[src/dvrt_pkg.sv]
`timescale 1ns / 1ps
`default_nettype none
package dvrt_pkg;

	localparam int unsigned MAX_RESULTS = 64;
	localparam int unsigned EMIT_W = 7;

	localparam logic [4:0] INF_METRIC = 5'd16;

	localparam logic [1:0] OP_RECV    = 2'd0;
	localparam logic [1:0] OP_PERIOD  = 2'd1;
	localparam logic [1:0] OP_TIMEOUT = 2'd2;

	localparam logic [7:0] RIP_VER     = 8'd2;
	localparam logic [7:0] CMD_REQUEST = 8'd1;
	localparam logic [7:0] CMD_RESPONSE = 8'd2;

	localparam logic [1:0] KIND_STATUS = 2'd0;
	localparam logic [1:0] KIND_ADV    = 2'd1;
	localparam logic [1:0] KIND_EMPTY  = 2'd2;

	localparam logic [2:0] ST_OK        = 3'd0;
	localparam logic [2:0] ST_VERSION   = 3'd1;
	localparam logic [2:0] ST_COMMAND   = 3'd2;
	localparam logic [2:0] ST_FULL      = 3'd3;
	localparam logic [2:0] ST_NOT_FOUND = 3'd4;

	typedef struct packed {
		logic [31:0] dest;
		logic [31:0] mask;
		logic [31:0] gateway;
		logic [4:0]  metric;
		logic [7:0]  iface;
	} entry_t;

	typedef struct packed {
		logic match;
		logic elig;
		logic nh_eq;
		logic met_lt;
	} cmp_t;

	typedef struct packed {
		logic [1:0]  kind;
		logic [2:0]  status;
		logic [7:0]  iface;
		logic [31:0] dest;
		logic [31:0] mask;
		logic [31:0] gateway;
		logic [4:0]  metric;
		logic        packet_end;
		logic        last;
	} result_t;

endpackage
`default_nettype wire

[src/dvrt_table.sv]
`timescale 1ns / 1ps
`default_nettype none
module dvrt_table #(
	parameter int DEPTH = 32,
	parameter int AW = 5
) (
	input  wire logic             clk,
	input  wire logic             we,
	input  wire logic [AW-1:0]    waddr,
	input  wire dvrt_pkg::entry_t wdata,
	input  wire logic [AW-1:0]    raddr,
	output dvrt_pkg::entry_t      rdata
);

	dvrt_pkg::entry_t mem [DEPTH];
	dvrt_pkg::entry_t rdata_q;

	always_ff @(posedge clk) begin
		if (we) begin
			mem[waddr] <= wdata;
		end
		rdata_q <= mem[raddr];
	end

	assign rdata = rdata_q;

endmodule
`default_nettype wire

[src/dvrt_cmp.sv]
`timescale 1ns / 1ps
`default_nettype none
module dvrt_cmp (
	input  wire dvrt_pkg::entry_t ent,
	input  wire logic [31:0]      dest,
	input  wire logic [31:0]      mask,
	input  wire logic [31:0]      src,
	input  wire logic [31:0]      metric,
	input  wire logic [7:0]       adv_iface,
	output dvrt_pkg::cmp_t        res
);

	always_comb begin
		res.match  = (ent.dest == dest) && (ent.mask == mask);
		res.elig   = (ent.iface != adv_iface) && (ent.metric < dvrt_pkg::INF_METRIC);
		res.nh_eq  = (ent.gateway == src);
		res.met_lt = (metric < {27'd0, ent.metric});
	end

endmodule
`default_nettype wire

[src/distance_vector_route_table.sv]
`timescale 1ns / 1ps
`default_nettype none
// RIPv2 route table engine. Each input transfer is a received packet entry, a periodic
// advertisement or a route timeout. One item is taken at a time: updates and timeouts walk
// the table one entry per cycle through a single read port and a shared compare unit, and
// the walk stops early on the first match. A request advertisement walks the table once;
// a periodic advertisement walks it once per interface. Errors and non-final requests do
// not walk the table. Every item is held up for as long as the output side stalls.
module distance_vector_route_table #(
	parameter int TABLE_DEPTH = 32,
	parameter int ENTRIES_PER_PACKET = 25
) (
	input  wire logic         clk,
	input  wire logic         arst_n,
	input  wire logic         s_tvalid,
	output logic              s_tready,
	// rip_version, rip_command, iface, source_addr, route_dest, route_mask, route_metric
	input  wire logic [151:0] s_tdata,
	input  wire logic         s_tlast,
	// opcode
	input  wire logic [1:0]   s_tuser,
	output logic              m_tvalid,
	input  wire logic         m_tready,
	// status, out_iface, adv_dest, adv_mask, adv_gateway, adv_metric
	output logic [111:0]      m_tdata,
	output logic              m_tlast,
	// kind, packet_end
	output logic [2:0]        m_tuser
);

	localparam int AW = (TABLE_DEPTH > 1) ? $clog2(TABLE_DEPTH) : 1;
	localparam int CW = $clog2(TABLE_DEPTH + 1);
	localparam int PW = $clog2(ENTRIES_PER_PACKET + 1);

	localparam logic [2:0] S_IDLE  = 3'd0;
	localparam logic [2:0] S_LOAD  = 3'd1;
	localparam logic [2:0] S_WALK  = 3'd2;
	localparam logic [2:0] S_ADVE  = 3'd3;
	localparam logic [2:0] S_UPD   = 3'd4;
	localparam logic [2:0] S_STAT  = 3'd5;
	localparam logic [2:0] S_FLUSH = 3'd6;

	logic [2:0] state_q;
	logic [CW-1:0] count_q;
	logic [AW-1:0] idx_q;
	logic [PW-1:0] place_q;
	logic [dvrt_pkg::EMIT_W-1:0] emitted_q;
	logic adv_q, fwd_q, two_q, found_q;
	logic [1:0] op_q;
	logic [7:0] ifc_q, adv_if_q;
	logic [31:0] src_q, dst_q, msk_q, met_q;
	logic [2:0] status_q;
	logic pend_v_q;
	dvrt_pkg::result_t pend_q, out_q, pend_fin;
	logic out_v_q;

	logic [AW-1:0] raddr, last_idx;
	logic we;
	logic [AW-1:0] waddr;
	dvrt_pkg::entry_t wdata, rd;
	dvrt_pkg::cmp_t cmp;

	logic out_free, at_end, can_put;
	logic [AW-1:0] next_idx;

	dvrt_table #(.DEPTH(TABLE_DEPTH), .AW(AW)) u_table (
		.clk  (clk),
		.we   (we),
		.waddr(waddr),
		.wdata(wdata),
		.raddr(raddr),
		.rdata(rd)
	);

	dvrt_cmp u_cmp (
		.ent      (rd),
		.dest     (dst_q),
		.mask     (msk_q),
		.src      (src_q),
		.metric   (met_q),
		.adv_iface(adv_if_q),
		.res      (cmp)
	);

	assign out_free = !out_v_q || m_tready;
	assign last_idx = AW'(count_q - CW'(1));
	assign at_end = fwd_q ? (idx_q == last_idx) : (idx_q == '0);
	assign next_idx = fwd_q ? AW'(idx_q + AW'(1)) : AW'(idx_q - AW'(1));
	assign can_put = emitted_q < dvrt_pkg::EMIT_W'(dvrt_pkg::MAX_RESULTS);
	assign s_tready = (state_q == S_IDLE);

	always_comb begin
		pend_fin = pend_q;
		pend_fin.last = 1'b1;
	end

	always_comb begin
		raddr = idx_q;
		if (state_q == S_LOAD) begin
			raddr = fwd_q ? '0 : last_idx;
		end else if (state_q == S_WALK && !at_end) begin
			if (adv_q) begin
				if (!(cmp.elig && can_put && pend_v_q && !out_free)) begin
					raddr = next_idx;
				end
			end else if (!cmp.match) begin
				raddr = next_idx;
			end
		end
	end

	always_comb begin
		we = 1'b0;
		waddr = idx_q;
		wdata = rd;
		if (state_q == S_UPD) begin
			if (op_q == dvrt_pkg::OP_TIMEOUT) begin
				we = found_q;
				wdata.metric = dvrt_pkg::INF_METRIC;
			end else if (found_q) begin
				we = cmp.nh_eq || cmp.met_lt;
				wdata.metric = (met_q >= 32'd15) ? dvrt_pkg::INF_METRIC : 5'(met_q + 32'd1);
				wdata.iface = ifc_q;
				if (!cmp.nh_eq) begin
					wdata.gateway = src_q;
				end
			end else begin
				we = (met_q < 32'd15) && (count_q < CW'(TABLE_DEPTH));
				waddr = AW'(count_q);
				wdata.dest = dst_q;
				wdata.mask = msk_q;
				wdata.gateway = src_q;
				wdata.metric = 5'(met_q + 32'd1);
				wdata.iface = ifc_q;
			end
		end
	end

	always_ff @(posedge clk or negedge arst_n) begin
		if (!arst_n) begin
			state_q <= S_IDLE;
			count_q <= '0;
			idx_q <= '0;
			pend_v_q <= 1'b0;
			pend_q <= '0;
			out_v_q <= 1'b0;
			out_q <= '0;
			emitted_q <= '0;
			place_q <= '0;
			found_q <= 1'b0;
			adv_q <= 1'b0;
			fwd_q <= 1'b0;
			two_q <= 1'b0;
			op_q <= dvrt_pkg::OP_RECV;
			ifc_q <= '0;
			adv_if_q <= '0;
			src_q <= '0;
			dst_q <= '0;
			msk_q <= '0;
			met_q <= '0;
			status_q <= dvrt_pkg::ST_OK;
		end else begin
			logic out_v_nxt;
			out_v_nxt = out_v_q && !m_tready;
			unique case (state_q)
				S_IDLE: begin
					if (s_tvalid) begin
						op_q <= s_tuser;
						ifc_q <= s_tdata[23:16];
						src_q <= s_tdata[55:24];
						dst_q <= s_tdata[87:56];
						msk_q <= s_tdata[119:88];
						met_q <= s_tdata[151:120];
						emitted_q <= '0;
						place_q <= '0;
						found_q <= 1'b0;
						two_q <= (s_tuser == dvrt_pkg::OP_PERIOD);
						adv_q <= (s_tuser == dvrt_pkg::OP_PERIOD) ||
							(s_tuser == dvrt_pkg::OP_RECV &&
							s_tdata[15:8] == dvrt_pkg::CMD_REQUEST);
						fwd_q <= (s_tuser == dvrt_pkg::OP_RECV &&
							s_tdata[15:8] == dvrt_pkg::CMD_RESPONSE);
						adv_if_q <= (s_tuser == dvrt_pkg::OP_PERIOD) ? 8'd1 : s_tdata[23:16];
						unique case (s_tuser)
							dvrt_pkg::OP_RECV: begin
								if (s_tdata[7:0] != dvrt_pkg::RIP_VER) begin
									status_q <= dvrt_pkg::ST_VERSION;
									state_q <= S_STAT;
								end else if (s_tdata[15:8] == dvrt_pkg::CMD_REQUEST) begin
									status_q <= dvrt_pkg::ST_OK;
									if (s_tlast) begin
										state_q <= S_LOAD;
									end else begin
										state_q <= S_STAT;
									end
								end else if (s_tdata[15:8] == dvrt_pkg::CMD_RESPONSE) begin
									state_q <= S_LOAD;
								end else begin
									status_q <= dvrt_pkg::ST_COMMAND;
									state_q <= S_STAT;
								end
							end
							dvrt_pkg::OP_PERIOD: begin
								state_q <= S_LOAD;
							end
							dvrt_pkg::OP_TIMEOUT: begin
								state_q <= S_LOAD;
							end
							default: begin
								status_q <= dvrt_pkg::ST_COMMAND;
								state_q <= S_STAT;
							end
						endcase
					end
				end
				S_LOAD: begin
					idx_q <= raddr;
					if (count_q == '0) begin
						state_q <= adv_q ? S_ADVE : S_UPD;
					end else begin
						state_q <= S_WALK;
					end
				end
				S_WALK: begin
					if (adv_q) begin
						if (!(cmp.elig && can_put && pend_v_q && !out_free)) begin
							if (cmp.elig) begin
								if (place_q == PW'(ENTRIES_PER_PACKET - 1)) begin
									place_q <= '0;
								end else begin
									place_q <= PW'(place_q + PW'(1));
								end
								if (can_put) begin
									if (pend_v_q) begin
										out_q <= pend_q;
										out_v_nxt = 1'b1;
									end
									pend_v_q <= 1'b1;
									pend_q <= '{kind: dvrt_pkg::KIND_ADV, status: dvrt_pkg::ST_OK,
										iface: adv_if_q, dest: rd.dest, mask: rd.mask,
										gateway: rd.gateway, metric: rd.metric,
										packet_end: (place_q == PW'(ENTRIES_PER_PACKET - 1)),
										last: 1'b0};
									emitted_q <= dvrt_pkg::EMIT_W'(emitted_q + 1'b1);
								end
							end
							idx_q <= raddr;
							if (at_end) begin
								state_q <= S_ADVE;
							end
						end
					end else if (cmp.match) begin
						found_q <= 1'b1;
						state_q <= S_UPD;
					end else begin
						idx_q <= raddr;
						if (at_end) begin
							state_q <= S_UPD;
						end
					end
				end
				S_ADVE: begin
					if (!(place_q == '0 && can_put && pend_v_q && !out_free)) begin
						if (place_q == '0) begin
							if (can_put) begin
								if (pend_v_q) begin
									out_q <= pend_q;
									out_v_nxt = 1'b1;
								end
								pend_v_q <= 1'b1;
								pend_q <= '{kind: dvrt_pkg::KIND_EMPTY, status: dvrt_pkg::ST_OK,
									iface: adv_if_q, dest: '0, mask: '0, gateway: '0,
									metric: '0, packet_end: 1'b1, last: 1'b0};
								emitted_q <= dvrt_pkg::EMIT_W'(emitted_q + 1'b1);
							end
						end else begin
							pend_q.packet_end <= 1'b1;
						end
						place_q <= '0;
						if (two_q) begin
							two_q <= 1'b0;
							adv_if_q <= 8'd2;
							state_q <= S_LOAD;
						end else begin
							state_q <= S_FLUSH;
						end
					end
				end
				S_UPD: begin
					if (op_q == dvrt_pkg::OP_TIMEOUT) begin
						status_q <= found_q ? dvrt_pkg::ST_OK : dvrt_pkg::ST_NOT_FOUND;
					end else if (!found_q && met_q < 32'd15) begin
						if (count_q < CW'(TABLE_DEPTH)) begin
							count_q <= CW'(count_q + CW'(1));
							status_q <= dvrt_pkg::ST_OK;
						end else begin
							status_q <= dvrt_pkg::ST_FULL;
						end
					end else begin
						status_q <= dvrt_pkg::ST_OK;
					end
					state_q <= S_STAT;
				end
				S_STAT: begin
					if (out_free) begin
						out_q <= '{kind: dvrt_pkg::KIND_STATUS, status: status_q, iface: '0,
							dest: '0, mask: '0, gateway: '0, metric: '0,
							packet_end: 1'b0, last: 1'b1};
						out_v_nxt = 1'b1;
						state_q <= S_IDLE;
					end
				end
				S_FLUSH: begin
					if (!pend_v_q) begin
						state_q <= S_IDLE;
					end else if (out_free) begin
						out_q <= pend_fin;
						out_v_nxt = 1'b1;
						pend_v_q <= 1'b0;
						state_q <= S_IDLE;
					end
				end
				default: begin
					state_q <= S_IDLE;
				end
			endcase
			out_v_q <= out_v_nxt;
		end
	end

	assign m_tvalid = out_v_q;
	assign m_tdata = {out_q.metric, out_q.gateway, out_q.mask, out_q.dest, out_q.iface,
		out_q.status};
	assign m_tlast = out_q.last;
	assign m_tuser = {out_q.packet_end, out_q.kind};

`ifndef SYNTHESIS
	a_idle_no_pending: assert property (@(posedge clk) disable iff (!arst_n)
		s_tready |-> !pend_v_q)
		else $error("pending result left while idle");
	a_adv_metric: assert property (@(posedge clk) disable iff (!arst_n)
		(m_tvalid && m_tuser[1:0] == dvrt_pkg::KIND_ADV) |-> (m_tdata[111:107] < 5'd16))
		else $error("advertised metric not below infinity");
	a_count_bound: assert property (@(posedge clk) disable iff (!arst_n)
		count_q <= CW'(TABLE_DEPTH))
		else $error("route count beyond table depth");
	a_emit_bound: assert property (@(posedge clk) disable iff (!arst_n)
		emitted_q <= dvrt_pkg::EMIT_W'(dvrt_pkg::MAX_RESULTS))
		else $error("result count beyond limit");
`endif

endmodule
`default_nettype wire

[config.mk]
export PLATFORM = sky130hd
export DESIGN_NAME = distance_vector_route_table
export DESIGN_NICKNAME = d
export VERILOG_FILES = /design/src/dvrt_pkg.sv /design/src/dvrt_table.sv /design/src/dvrt_cmp.sv /design/src/distance_vector_route_table.sv
export SDC_FILE = /design/constraint.sdc
export NUM_CORES = 2
export LEC_CHECK = 0
export BUFFER_PORTS_ARGS = -buffer_cell sky130_fd_sc_hd__buf_2
export CAP_MARGIN = 20
export CORE_MARGIN = 2
export CORE_UTILIZATION = 50
export DETAILED_ROUTE_END_ITERATION = 10
export PLACE_DENSITY_LB_ADDON = 0.1
export SYNTH_ARGS = -nofsm -noshare
export SYNTH_HDL_FRONTEND = slang
export SYNTH_SLANG_ARGS = --single-unit
[constraint.sdc]
create_clock -name clk -period 9.4 [get_ports clk]
set_clock_uncertainty 0.1 [all_clocks]
set_input_delay 1.88 -clock clk [delete_from_list [all_inputs] [get_ports clk]]
set_output_delay 1.88 -clock clk [all_outputs]
set_load 0.03 [all_outputs]
==> results.yml <==
drt:
  drt_iter0_drc: 13100
  detail_route.wl_per_cell_um: 34.7
  via_per_inst: 6.28
  firstDrtPassIters: 6
  vias: 90800
  drc: 0
  totalWireLength_um: 502000
  drtAntennaViolNets: 0
power:
  comb_power_share_pct: 39.3
  powerDensity_nw_per_um2: 392
  swShare_pct: 38.3
  internal_power_mw: 43.0
  irDropWorstVdd_mv: 0.489
  seqPwrFrac_pct: 37.0
  leakage_nw: 63.7
  clkPwrFrac_pct: 23.7
  switchingPower_mw: 26.7
sta:
  setup_violations: 0
  post-route-period-util_pct: 71.4
  worst_pin_slew_ns: 1.18
  slew-limit-headroom_pct: 21.6
  finalHoldViolations: 0
  layout_min_cycle_time_ns: 6.71
  final_max_slew_viol_count: 0
  rsz0062_at_grt: "no"
  hold_ws_ns: 0.359
  fmax_mhz: 149
  fin_setup_tns_ns: 0
floorplan:
  die_x_um: 564
  die_area_um2: 318000
  start_util_pct: 50.3
  coreArea_um2: 312000
  die_h_um: 564
  ios: 277
  row_count: 205
setup_path:
  arrival_ns: 7.41
  worst-path-max-fanout: 32
  slowest_stage: "nor3_2"
  endpoint_kind: "register"
  slowest_delay_ns: 0.88
  worstPathCellList: "xnor2_1, nand4_1, nor4_1, and4_1, a2111o_1, and3_4, clkinv_2, buf_4, nor3_2, buf_4, a22o_1, a221oi_1, nand4_1"
  crit_family: "simple AND/OR/NAND/NOR gates"
  cp.required_ns: 10.10
  path_buf_inv: 3
  path_class: "reg -> reg"
  timing.critical_path.from_type: "register"
cts:
  htree_levels: 5
  cts_buffer_depth: 4
  cts_resized: 0
  clock_latency_ns: 0.97
  cts_tree: "done"
  clkSinkCount: 4006
  cts_hold_buf: 0
  clk_pin_slew_ns: 0.06
  cts_made_buffers: 411
  cts_setup_buffers: 0
  cts_root_buf: "clkbuf_16"
finish:
  area_delta_synth_final_pct: 13.3
  fin_nets: 10100
  final_common_cell: "edfxtp_1"
  fin_util_pct: 56.9
  drive_gt1_share_pct: 15.1
  final_cell_mix: "3488 x edfxtp_1, 1633 x nand2_1, 1312 x mux2i_1"
synthesis:
  async_flop_share_pct: 10.2
  synth_warnings: 0
  ys.flop_type: "edfxtp_1"
  syn_nets: 9731
  synth.ff_latch_count: 4006
  synth_area_um2: 157000
  synth_edf_count: 3488
  ys_types: 80
  synthCells: 9556
  avgSynthCellArea_um2: 16.4
  yosysSeqAreaShare_pct: 74.7
global_routing:
  use_met3_pct: 5.44
  met1_usage_pct: 44.8
  busiest_layer: "met2"
  gr-total-overflow: 0
  grt_pass1_vias: 87600
  grtUsageTotal_pct: 31.2
  grt_pass1_wl_um: 692000
  antenna_found_initial: 19
  met2_usage_pct: 48.1
  grt_start_max_net_pins: 136
placement:
  dpl.hpwl_um: 269000
  gp_congestion: 0.854
  numPortBuffers: 276
min_path:
  hold_class: "reg -> reg"
job:
  cap_violations: 0
status:
  outcome: "finished, final reports clean"
layout make-up:
class,count,area (um2)
fillers,24200,134000
flip-flops and latches,4006,117000
multi-input cells,4986,37100
clock buffers,584,11700
well taps,4140,5180
repair buffers,519,4380
clock inverters,189,1970
inverters,27,120
diodes,6,15.0
cells in the mapped netlist (109+ instances only):
cell type	count	share of area (%)
edfxtp_1	3488	67
xnor2_1	115	0.64
clkbuf_1	264	0.63
nand3_1	304	0.97
mux2i_1	1312	8.4
dfxtp_1	109	1.4
o22ai_1	292	1.2
nand2_1	1642	3.9
dfrtp_1	409	6.5
o21ai_0	165	0.53
mux4_2	263	3.8
a21oi_1	180	0.57
sequential cells by signal, indices dropped and copies added, names as in the netlist, 2 cells and up:
name,flops
u_table.mem,3488
m_tdata,112
pend_fin,112
u_table.rdata,109
dst_q,32
met_q,32
msk_q,32
src_q,32
adv_if_q,8
ifc_q,8
emitted_q,7
count_q,6
idx_q,5
place_q,5
m_tuser,3
state_q,3
status_q,3
op_q,2
through the flow:
| step | area, um2 | std cells | setup slack, ns | power, mW |
|---|---|---|---|---|
| final | 178000 | 14500 | 2.69 | 69.7 |
| after global routing | 178000 | 14500 | 2.67 | 72.1 |
| after CTS | 177000 | 14400 | 2.86 | 69.4 |
| after detailed placement | 164000 | 13700 | 2.18 | 53.0 |
| after global placement | 164000 | 13700 | 2.28 | 52.5 |
| after floorplan | 157000 | 9556 | 2.02 | 43.5 |
per-layer routing:
layer  part of all wire [%]  vias up
li1                       -    37500
met5                 0.0068        -
met2                     46     4777
met1                     41    47800
met3                    9.2      801
met4                    4.1        6
tightest hold or removal path: cells and delay by family (launching register included):
| kind | cells | cell delay [ns] |
|---|---|---|
| and+or+nand+nor | 2 | 0.10 |
| DFF | 1 | 0.33 |
kinds of logic (layout without fill, tap and decap cells):
kind of cell / count (synthesis) / count (layout) / share of synthesized area, %
other cells: 0 / 6 / 0
flops: 4006 / 4006 / 74.7
compound gates: 889 / 889 / 3.57
fa+ha+maj: 16 / 16 / 0.132
mux: 1626 / 1626 / 12.5
xor+xnor: 122 / 122 / 0.681
buf+inv: 564 / 1319 / 1.99
simple gates: 2333 / 2333 / 6.40
path summary, 6_finish.rpt:
path	startpoint	endpoint	slack, ns	depth (start not counted)
max	dst_q[12]	u_table.rdata[73]	2.69	13
min	m_tdata[93]	m_tdata[93]	0.36	2
max reg2reg	dst_q[12]	u_table.rdata[73]	2.69	13
min reg2reg	m_tdata[93]	m_tdata[93]	0.36	2
max in group asynchronous	arst_n	pend_fin[90]	6.57	3
min in group asynchronous	arst_n	pend_fin[74]	0.80	1
power groups by stage:
stage	logic (mW)	registers, mW	clock network, mW
after floorplan	18.0	25.5	0
after global placement	26.5	26.1	0
after detailed placement	26.9	26.1	0
after CTS	27.0	25.7	16.7
after global routing	28.9	25.8	17.3
final	27.4	25.8	16.5
(Power assumes the default switching activity.)
